## config.mk

```make
export PLATFORM = sky130hd
export DESIGN_NAME = multiword_bit_shifter_core
export DESIGN_NICKNAME = d
export VERILOG_FILES = /design/src/sv/msh_pkg.sv /design/src/sv/msh_front.sv /design/src/sv/msh_queue.sv /design/src/sv/msh_back.sv /design/src/sv/multiword_bit_shifter_core.sv
export VERILOG_INCLUDE_DIRS = /design/src /design/src/sv
export SDC_FILE = /design/constraint.sdc
export NUM_CORES = 1
export LEC_CHECK = 0
export ABC_AREA = 1
export BUFFER_PORTS_ARGS = -buffer_cell sky130_fd_sc_hd__buf_2
export CAP_MARGIN = 20
export CORE_UTILIZATION = 34
export DETAILED_ROUTE_END_ITERATION = 8
export GPL_ROUTABILITY_DRIVEN = 0
export PLACE_DENSITY = 0.53
export SYNTH_ARGS = -nofsm -noshare
export SYNTH_HDL_FRONTEND = slang
export SYNTH_SLANG_ARGS = --single-unit
```

## constraint.sdc

```tcl
create_clock -name i_clk -period 8.44 [get_ports i_clk]
set_clock_uncertainty 0.05 [all_clocks]
set_input_delay 1.688 -clock i_clk [delete_from_list [all_inputs] [get_ports i_clk]]
set_output_delay 1.688 -clock i_clk [all_outputs]
set_load 0.05 [all_outputs]
```

## src/sv/assert_macros.svh

```systemverilog
// Assertion macros for the RTL of the shifter, included by its top level.
`ifndef ASSERT_MACROS_SVH
`define ASSERT_MACROS_SVH
`ifndef NO_ASSERTIONS
`define MSH_ASSERT_NEVER(label, clk, rst_n, cond) \
    label: assert property (@(posedge clk) disable iff (!rst_n) !(cond)) \
        else $error("assertion failed: condition must never hold");
`define MSH_ASSERT_IMPL(label, clk, rst_n, ante, cons) \
    label: assert property (@(posedge clk) disable iff (!rst_n) (ante) |-> (cons)) \
        else $error("assertion failed: implication violated");
`define MSH_ASSERT_NEXT(label, clk, rst_n, ante, cons) \
    label: assert property (@(posedge clk) disable iff (!rst_n) (ante) |=> (cons)) \
        else $error("assertion failed: next-cycle implication violated");
`else
`define MSH_ASSERT_NEVER(label, clk, rst_n, cond)
`define MSH_ASSERT_IMPL(label, clk, rst_n, ante, cons)
`define MSH_ASSERT_NEXT(label, clk, rst_n, ante, cons)
`endif
`endif

```

## src/sv/msh_pkg.sv

```systemverilog
// Shared constants and types of the multiword bit shifter.
package msh_pkg;

    localparam int WORD_WIDTH      = 32;
    localparam int MAX_WORD_OFFSET = 62;
    localparam int CNT_W           = 11;
    localparam int SEEN_W          = 7;
    localparam int SEEN_MAX        = (2 ** SEEN_W) - 1;
    localparam int OFS_W           = $clog2(MAX_WORD_OFFSET + 1);
    localparam int WORD_SHIFT      = $clog2(WORD_WIDTH);
    localparam int QUOT_W          = CNT_W - WORD_SHIFT;
    localparam int IN_DATA_W       = ((WORD_WIDTH + CNT_W + 7) / 8) * 8;
    localparam int OUT_DATA_W      = ((WORD_WIDTH + 7) / 8) * 8;
    localparam int Q_DEPTH         = 4;
    localparam int Q_PTR_W         = $clog2(Q_DEPTH);
    localparam int Q_CNT_W         = $clog2(Q_DEPTH + 1);

    typedef enum logic {
        DIR_LEFT  = 1'b0,
        DIR_RIGHT = 1'b1
    } t_dir;

    typedef logic [WORD_WIDTH-1:0] t_word;

    // One queued command: leading zeros, a main word, a tail word, trailing zeros.
    typedef struct packed {
        logic [OFS_W-1:0] pre_zeros;
        logic             has_main;
        t_word            main_word;
        logic             has_tail;
        t_word            tail_word;
        logic [OFS_W-1:0] post_zeros;
        logic             last;
    } t_cmd;

    typedef struct packed {
        logic valid;
        t_cmd cmd;
    } t_push;

    typedef struct packed {
        logic empty;
        logic full;
        t_cmd cmd;
    } t_qstat;

endpackage

```

## src/sv/msh_front.sv

```systemverilog
// Front end: accepts operand words, tracks the operand and builds output commands.
module msh_front (
    input  logic                         i_clk,
    input  logic                         i_rst_n,
    input  logic                         i_tvalid,
    input  logic [msh_pkg::IN_DATA_W-1:0] i_tdata,
    input  logic                         i_tuser,
    input  logic                         i_tlast,
    output logic                         o_tready,
    input  logic                         i_full,
    output msh_pkg::t_push               o_push,
    output logic                         o_first
);
    import msh_pkg::*;

    logic                  r_in_operand;
    t_dir                  r_dir;
    logic [CNT_W-1:0]      r_count;
    t_word                 r_prev;
    logic [SEEN_W-1:0]     r_seen;

    logic                  accept;
    logic                  first;
    t_dir                  dir;
    logic [CNT_W-1:0]      cnt;
    t_word                 prev;
    t_word                 cur;
    logic [SEEN_W-1:0]     seen;
    logic [QUOT_W-1:0]     quot;
    logic [OFS_W-1:0]      w_ofs;
    logic [WORD_SHIFT-1:0] b_ofs;
    logic [2*WORD_WIDTH-1:0] pair_l;
    logic [2*WORD_WIDTH-1:0] pair_r;
    logic [2*WORD_WIDTH-1:0] top_l;
    logic                  k_gt_w;
    logic                  k_ge_w;
    t_cmd                  cmd;

    assign o_tready = !i_full;
    assign accept   = i_tvalid && o_tready;
    assign first    = !r_in_operand;
    assign o_first  = first;

    assign dir  = first ? t_dir'(i_tuser) : r_dir;
    assign cnt  = first ? i_tdata[WORD_WIDTH +: CNT_W] : r_count;
    assign prev = first ? '0 : r_prev;
    assign seen = first ? '0 : r_seen;
    assign cur  = i_tdata[WORD_WIDTH-1:0];

    assign quot  = cnt[CNT_W-1:WORD_SHIFT];
    assign w_ofs = (32'(quot) > MAX_WORD_OFFSET) ? OFS_W'(MAX_WORD_OFFSET) : OFS_W'(quot);
    assign b_ofs = cnt[WORD_SHIFT-1:0];

    assign pair_l = {cur, prev} << b_ofs;
    assign pair_r = {cur, prev} >> b_ofs;
    assign top_l  = {{WORD_WIDTH{1'b0}}, cur} << b_ofs;

    assign k_gt_w = seen >  SEEN_W'(w_ofs);
    assign k_ge_w = seen >= SEEN_W'(w_ofs);

    always_comb begin
        cmd      = '0;
        cmd.last = i_tlast;
        unique case (dir)
            DIR_LEFT: begin
                cmd.pre_zeros = (seen == '0) ? w_ofs : '0;
                cmd.has_main  = 1'b1;
                cmd.main_word = pair_l[2*WORD_WIDTH-1:WORD_WIDTH];
                cmd.has_tail  = i_tlast;
                cmd.tail_word = top_l[2*WORD_WIDTH-1:WORD_WIDTH];
            end
            DIR_RIGHT: begin
                cmd.has_main  = k_gt_w;
                cmd.main_word = pair_r[WORD_WIDTH-1:0];
                cmd.tail_word = cur >> b_ofs;
                if (i_tlast) begin
                    if (k_ge_w) begin
                        cmd.has_tail   = 1'b1;
                        cmd.post_zeros = w_ofs;
                    end else begin
                        // Offset beyond the operand: the whole result is zeros.
                        cmd.post_zeros = OFS_W'(seen) + OFS_W'(1);
                    end
                end
            end
            default: cmd = '0;
        endcase
    end

    assign o_push.valid = accept && (dir == DIR_LEFT || k_gt_w || i_tlast);
    assign o_push.cmd   = cmd;

    always_ff @(posedge i_clk) begin
        if (!i_rst_n) begin
            r_in_operand <= 1'b0;
            r_dir        <= DIR_LEFT;
            r_count      <= '0;
            r_prev       <= '0;
            r_seen       <= '0;
        end else if (accept) begin
            r_in_operand <= !i_tlast;
            r_dir        <= dir;
            r_count      <= cnt;
            r_prev       <= cur;
            r_seen       <= (seen == SEEN_W'(SEEN_MAX)) ? seen : seen + SEEN_W'(1);
        end
    end

endmodule

```

## src/sv/msh_queue.sv

```systemverilog
// Short command queue between the front end and the back end.
module msh_queue (
    input  logic            i_clk,
    input  logic            i_rst_n,
    input  msh_pkg::t_push  i_push,
    input  logic            i_pop,
    output msh_pkg::t_qstat o_stat
);
    import msh_pkg::*;

    t_cmd               r_mem [Q_DEPTH];
    logic [Q_PTR_W-1:0] r_wr_ptr;
    logic [Q_PTR_W-1:0] r_rd_ptr;
    logic [Q_CNT_W-1:0] r_count;

    logic do_push;
    logic do_pop;

    assign o_stat.empty = (r_count == '0);
    assign o_stat.full  = (r_count == Q_CNT_W'(Q_DEPTH));
    assign o_stat.cmd   = r_mem[r_rd_ptr];

    assign do_push = i_push.valid && !o_stat.full;
    assign do_pop  = i_pop && !o_stat.empty;

    always_ff @(posedge i_clk) begin
        if (do_push) begin
            r_mem[r_wr_ptr] <= i_push.cmd;
        end
    end

    always_ff @(posedge i_clk) begin
        if (!i_rst_n) begin
            r_wr_ptr <= '0;
            r_rd_ptr <= '0;
            r_count  <= '0;
        end else begin
            if (do_push) begin
                r_wr_ptr <= r_wr_ptr + Q_PTR_W'(1);
            end
            if (do_pop) begin
                r_rd_ptr <= r_rd_ptr + Q_PTR_W'(1);
            end
            unique case ({do_push, do_pop})
                2'b10:   r_count <= r_count + Q_CNT_W'(1);
                2'b01:   r_count <= r_count - Q_CNT_W'(1);
                default: r_count <= r_count;
            endcase
        end
    end

endmodule

```

## src/sv/msh_back.sv

```systemverilog
// Back end: expands queued commands into result words, one per cycle while the output is not stalled.
module msh_back (
    input  logic                          i_clk,
    input  logic                          i_rst_n,
    input  msh_pkg::t_qstat               i_qstat,
    output logic                          o_pop,
    output logic                          o_tvalid,
    output logic [msh_pkg::OUT_DATA_W-1:0] o_tdata,
    output logic                          o_tlast,
    input  logic                          i_tready
);
    import msh_pkg::*;

    logic  r_act_valid;
    t_cmd  r_act;
    logic  r_out_valid;
    t_word r_out_word;
    logic  r_out_last;

    t_cmd  n_act;
    t_word elem_word;
    logic  out_free;
    logic  emit;
    logic  final_elem;

    assign out_free = !r_out_valid || i_tready;
    assign emit     = out_free && r_act_valid;

    // Leading zeros, then main word, then tail word, then trailing zeros.
    always_comb begin
        n_act     = r_act;
        elem_word = '0;
        priority if (r_act.pre_zeros != '0) begin
            n_act.pre_zeros = r_act.pre_zeros - OFS_W'(1);
        end else if (r_act.has_main) begin
            elem_word      = r_act.main_word;
            n_act.has_main = 1'b0;
        end else if (r_act.has_tail) begin
            elem_word      = r_act.tail_word;
            n_act.has_tail = 1'b0;
        end else if (r_act.post_zeros != '0) begin
            n_act.post_zeros = r_act.post_zeros - OFS_W'(1);
        end else begin
            n_act = r_act;
        end
    end

    assign final_elem = (n_act.pre_zeros == '0) && !n_act.has_main && !n_act.has_tail
                        && (n_act.post_zeros == '0);

    assign o_pop = (!r_act_valid || (emit && final_elem)) && !i_qstat.empty;

    always_ff @(posedge i_clk) begin
        if (!i_rst_n) begin
            r_act_valid <= 1'b0;
            r_out_valid <= 1'b0;
        end else begin
            if (o_pop) begin
                r_act_valid <= 1'b1;
            end else if (emit && final_elem) begin
                r_act_valid <= 1'b0;
            end
            if (out_free) begin
                r_out_valid <= emit;
            end
        end
    end

    always_ff @(posedge i_clk) begin
        if (o_pop) begin
            r_act <= i_qstat.cmd;
        end else if (emit) begin
            r_act <= n_act;
        end
        if (emit) begin
            r_out_word <= elem_word;
            r_out_last <= r_act.last && final_elem;
        end
    end

    assign o_tvalid = r_out_valid;
    assign o_tdata  = OUT_DATA_W'(r_out_word);
    assign o_tlast  = r_out_last;

endmodule

```

## src/sv/multiword_bit_shifter_core.sv

```systemverilog
// Top level of the multiword bit shifter: front end, command queue and back end.
//
//  Channel   Direction  Payload
//  s (in)    slave      tdata = in_word, shift_count; tuser = func; tlast = last_word
//  m (out)   master     tdata = out_word; tlast = out_last
//
// Each accepted word that yields output becomes a queue command in the same cycle; the
// back end sends one result word per cycle while the output is not stalled, through
// its active command and output registers. Zero bursts at operand start or end leave
// one word at a time through the single output register, and the front stalls only
// when the four-entry queue fills. Reset is synchronous and active low; it empties
// the queue and returns the front to waiting for the first word of an operand.
`include "assert_macros.svh"
module multiword_bit_shifter_core (
    input  logic                          i_clk,
    input  logic                          i_rst_n,
    // tdata: [31:0] in_word, [42:32] shift_count, [47:43] zero
    input  logic [msh_pkg::IN_DATA_W-1:0]  i_s_tdata,
    // tuser: [0] func
    input  logic                          i_s_tuser,
    input  logic                          i_s_tlast,
    input  logic                          i_s_tvalid,
    output logic                          o_s_tready,
    // tdata: [31:0] out_word
    output logic [msh_pkg::OUT_DATA_W-1:0] o_m_tdata,
    output logic                          o_m_tlast,
    output logic                          o_m_tvalid,
    input  logic                          i_m_tready
);
    import msh_pkg::*;

    t_push  push;
    t_qstat qstat;
    logic   pop;
    logic   front_first;

    msh_front u_front (
        .i_clk    (i_clk),
        .i_rst_n  (i_rst_n),
        .i_tvalid (i_s_tvalid),
        .i_tdata  (i_s_tdata),
        .i_tuser  (i_s_tuser),
        .i_tlast  (i_s_tlast),
        .o_tready (o_s_tready),
        .i_full   (qstat.full),
        .o_push   (push),
        .o_first  (front_first)
    );

    msh_queue u_queue (
        .i_clk   (i_clk),
        .i_rst_n (i_rst_n),
        .i_push  (push),
        .i_pop   (pop),
        .o_stat  (qstat)
    );

    msh_back u_back (
        .i_clk    (i_clk),
        .i_rst_n  (i_rst_n),
        .i_qstat  (qstat),
        .o_pop    (pop),
        .o_tvalid (o_m_tvalid),
        .o_tdata  (o_m_tdata),
        .o_tlast  (o_m_tlast),
        .i_tready (i_m_tready)
    );

    // A command must never be written into a full queue nor read from an empty one.
    `MSH_ASSERT_NEVER(a_no_overflow, i_clk, i_rst_n, push.valid && qstat.full)
    `MSH_ASSERT_NEVER(a_no_underflow, i_clk, i_rst_n, pop && qstat.empty)
    // Once the last word of an operand is taken, the next word starts a new operand.
    `MSH_ASSERT_NEXT(a_operand_ends, i_clk, i_rst_n, i_s_tvalid && o_s_tready && i_s_tlast, front_first)

endmodule

```

==> reports/metrics.csv <==
stage;metric;value;unit
status;status;finished, final reports clean;
timing;max_freq;209;MHz
worst_setup_path;cp-end-kind;flop;
final_layout;multi_input_area;0.0109;sq mm
logic_synthesis;synth_edf_count;428;
clocking;cts.hold.buffers_added;0;
power_and_ir_drop;switchingPower;3.85;mW
final_layout;drive_above_1_share;9.76;%
timing;final.setup.tns;0;ps
worst_setup_path;slowest_delay;780;ps
logic_synthesis;synth_area_per_cell;8.80;sq um
final_layout;n_fill_cell;7581;
min_path;hp-start;u_front.r_dir$_SDFFE_PN0P_;
clocking;cts_tree;yes;
worst_setup_path;arrival;4910;ps
clocking;cts_resized;0;
logic_synthesis;syn-cell-area;0.0265;sq mm
logic_synthesis;ys_warn_count;0;
detailed_routing;drt-wirelength-per-cell;19.7;um
detailed_routing;drc;0;
grt;grt_overflow;0;
clocking;clockBufferDepth;3;
placement;placedInstanceArea;0.0276;sq mm
worst_setup_path;critPathTopFamily;buffers and inverters;
placement;io_buffer_count;83;
logic_synthesis;synth_ff_type;edfxtp_1;
final_layout;seq_area;0.0141;sq mm
grt;grt_max_degree;96;
logic_synthesis;synthArstFlopShare;0;%
floorplanning;io_pins;89;
worst_setup_path;reg2reg_to;u_queue.r_count[2]$_SDFFE_PN0P_;
min_path;min_delay_path_depth;2;
power_and_ir_drop;swShare;40.7;%
placement;dp_cells;3942;
min_path;min_to;u_front.r_dir$_SDFFE_PN0P_;
final_layout;nNetsFinal;3038;
worst_setup_path;r2r-start;u_back.r_act[73]$_DFFE_PP_;
worst_setup_path;reg2reg_depth;20;
power_and_ir_drop;p_leak;11.0;nW
logic_synthesis;syn_nets;3076;
clocking;htreeDepth;2;
worst_setup_path;crit_chain;buf_2, o21ai_4, clkinv_2, buf_4, or2_1, nand3_1, nand4_1;
worst_setup_path;cp.required;8560;ps
detailed_routing;first_iter_violations;1902;
clocking;clock-sinks;491;
detailed_routing;via_count;21400;
detailed_routing;finalWirelength;79700;um
power_and_ir_drop;p_clk_share;24.1;%
power_and_ir_drop;p_int;5.61;mW
timing;period_needed;4790;ps
worst_setup_path;critPathMaxFanout;91;
timing;period_share;56.8;%
timing;finalMaxSlewViolations;0;
grt;grt_pass1_wl;122000;um
final_layout;fin_area;0.0293;sq mm
logic_synthesis;synthDistinctLibCells;51;
worst_setup_path;r2r_setup_slack;3860;ps
power_and_ir_drop;p_seq_share;38.5;%
clocking;clk_pin_slew_worst_paths;60;ps
worst_setup_path;slowest_stage;clkinv_2;
final_layout;syn2layout_area_growth;10.9;%
logic_synthesis;ys_ff_latch;491;
power_and_ir_drop;power_density;323;mW/mm^2
flow_run;cap_viol_max_count;0;
clocking;clock_latency;610;ps
logic_synthesis;synthCells;3005;
timing;rsz0062_at_grt;no;
floorplanning;rows;101;
floorplanning;core;0.0765;sq mm
logic_synthesis;synth_area_leaders;edfxtp_1 (49%), nand2_1 (13%), o21ai_0 (5.5%);
detailed_routing;firstDrtPassIters;6;
floorplanning;fp.dieArea;0.0789;sq mm
final_layout;utilization;38.4;%
logic_synthesis;synth_top_area_share;48.6;%
clocking;post_cts_buffers;0;
worst_setup_path;crit_type;input port to flop;
timing;finalHoldViolations;0;
logic_synthesis;synthTopCellsByCount;nand2_1 (937), edfxtp_1 (428), o21ai_0 (292);
timing;setup-violations-final;0;
floorplanning;die_h;281;um
final_layout;antennaDiodeCount;0;
placement;place_hpwl;53600;um
timing;worst-slew-pin-transition;1060;ps
logic_synthesis;yosysMostFrequentCell;nand2_1;
worst_setup_path;startpoint_type;input port;
power_and_ir_drop;combPwrFrac;37.4;%
logic_synthesis;yosysTopAreaCell;edfxtp_1;
detailed_routing;drtAntennaViolNets;0;
clocking;cts-root-buf;clkbuf_16;
floorplanning;die_w;281;um
worst_setup_path;crit_buf_inv;3;
floorplanning;start_util;34.6;%
clocking;cts_buffers;53;
final_layout;fin_cells;4042;
power_and_ir_drop;power.ir.vdd_worst;0.188;mV
grt;grt_pass1_vias;20300;
logic_synthesis;synth-seq-area-share;53.3;%
grt;grt.total_usage;20.0;%
timing;relSlewSlack;29.2;%
detailed_routing;avgViaCountPerCell;5.29;
grt;antenna_found_initial;1;
min_path;hold_path.class;flop to flop;
worst_setup_path;cp-startpoint;i_s_tdata[35];
cell families (layout without fill, tap and decap cells):
group | Yosys count | count (layout) | synth area share, %
mux | 25 | 25 | 0.946
buf+inv | 387 | 394 | 6.01
compound gates | 698 | 698 | 14.9
fa+ha+maj | 17 | 17 | 0.832
flops | 491 | 491 | 53.3
simple gates | 1385 | 1385 | 23.9
xor+xnor | 2 | 2 | 0.0662
cell type report:
cell class	instances	share of cell area (%)
Clock buffer	68	4.85
Multi-Input combinational cell	2127	37.0
Clock inverter	32	0.998
Sequential cell	491	48.1
Inverter	177	2.29
Tap cell	1030	4.39
Timing Repair Buffer	117	2.33
per-layer routing:
| layer | GRT usage, % | up-vias | share of wire (%) | wire (um) |
|---|---|---|---|---|
| met2 | 34.4 | 676 | 48 | 38300 |
| met1 | 25.4 | 10200 | 43 | 33900 |
| li1 | - | 10400 | - | - |
| met4 | 7.45 | 0 | 3.8 | 3040 |
| met5 | 0 | - | 0 | 0 |
| met3 | 2.87 | 141 | 5.6 | 4430 |
power by group through the flow:
stage | logic (mW) | clock network [mW] | registers, mW
floorplan | 2.40 | 0 | 3.80
global placement | 3.51 | 0 | 3.68
detailed placement | 3.56 | 0 | 3.70
CTS | 3.57 | 2.33 | 3.65
global route | 3.90 | 2.42 | 3.69
finish | 3.53 | 2.29 | 3.64
worst reg2reg max path: cells and delay by family (launching register included):
family                   cells  cell delay (ps)
AO/OA/AOI/OAI                4              480
adder cells (fa/ha/maj)      3              890
buffers and inverters        4             1130
AND/OR/NAND/NOR              9             1550
flip-flops                   1              380
cells in the final DEF, fill, tap and decap left out, types with 15 or more instances in the layout:
| cell | instances |
|---|---|
| dfxtp_1 | 61 |
| a32o_1 | 15 |
| buf_2 | 83 |
| o22ai_1 | 35 |
| nor3_4 | 48 |
| edfxtp_1 | 428 |
| nand3_1 | 187 |
| mux2i_1 | 25 |
| ha_1 | 16 |
| o211ai_1 | 76 |
| o21ai_0 | 292 |
| a22oi_1 | 34 |
| buf_4 | 33 |
| clkbuf_16 | 53 |
| a21oi_1 | 211 |
| o21ai_1 | 16 |
| inv_1 | 168 |
| nor2_1 | 97 |
| nand2_1 | 936 |
| nor3_1 | 20 |
| nand4_1 | 46 |
how the worst max path moves through the flow:
stage                                            to  depth (start not counted)  slack, ps
global placement    u_queue.r_count[2]$_SDFFE_PN0P_                         20       3140
CTS                 u_queue.r_count[2]$_SDFFE_PN0P_                         20       3730
floorplan             u_queue.r_mem[0][0]$_DFFE_PP_                         13       1610
detailed placement   u_queue.r_mem[2][40]$_DFFE_PP_                          7       3090
finish               u_queue.r_mem[2][40]$_DFFE_PP_                          7       3650
global route        u_queue.r_count[2]$_SDFFE_PN0P_                         20       3370
flip-flops by register name (all words and copies together), names as in the netlist, named ones only:
| name | cells |
|---|---|
| u_queue.r_mem | 316 |
| u_back.r_act | 79 |
| u_back.o_tdata | 32 |
| u_front.r_prev | 32 |
| u_front.r_count | 11 |
| u_front.r_seen | 7 |
| u_queue.r_count | 3 |
| u_queue.r_rd_ptr | 2 |
| u_queue.r_wr_ptr | 2 |
| u_back.o_tlast | 1 |
| u_back.o_tvalid | 1 |
| u_back.r_act_valid | 1 |
| u_front.r_dir | 1 |
| u_front.r_in_operand | 1 |
metrics by stage:
step	setup slack (ps)	total power, mW	hold slack, ps
finish	3650	9.46	406
global route	3370	10.0	433
CTS	3730	9.55	409
detailed placement	3090	7.26	402
global placement	3140	7.19	391
floorplan	1610	6.20	379
Power figures use the tool's default switching activity.
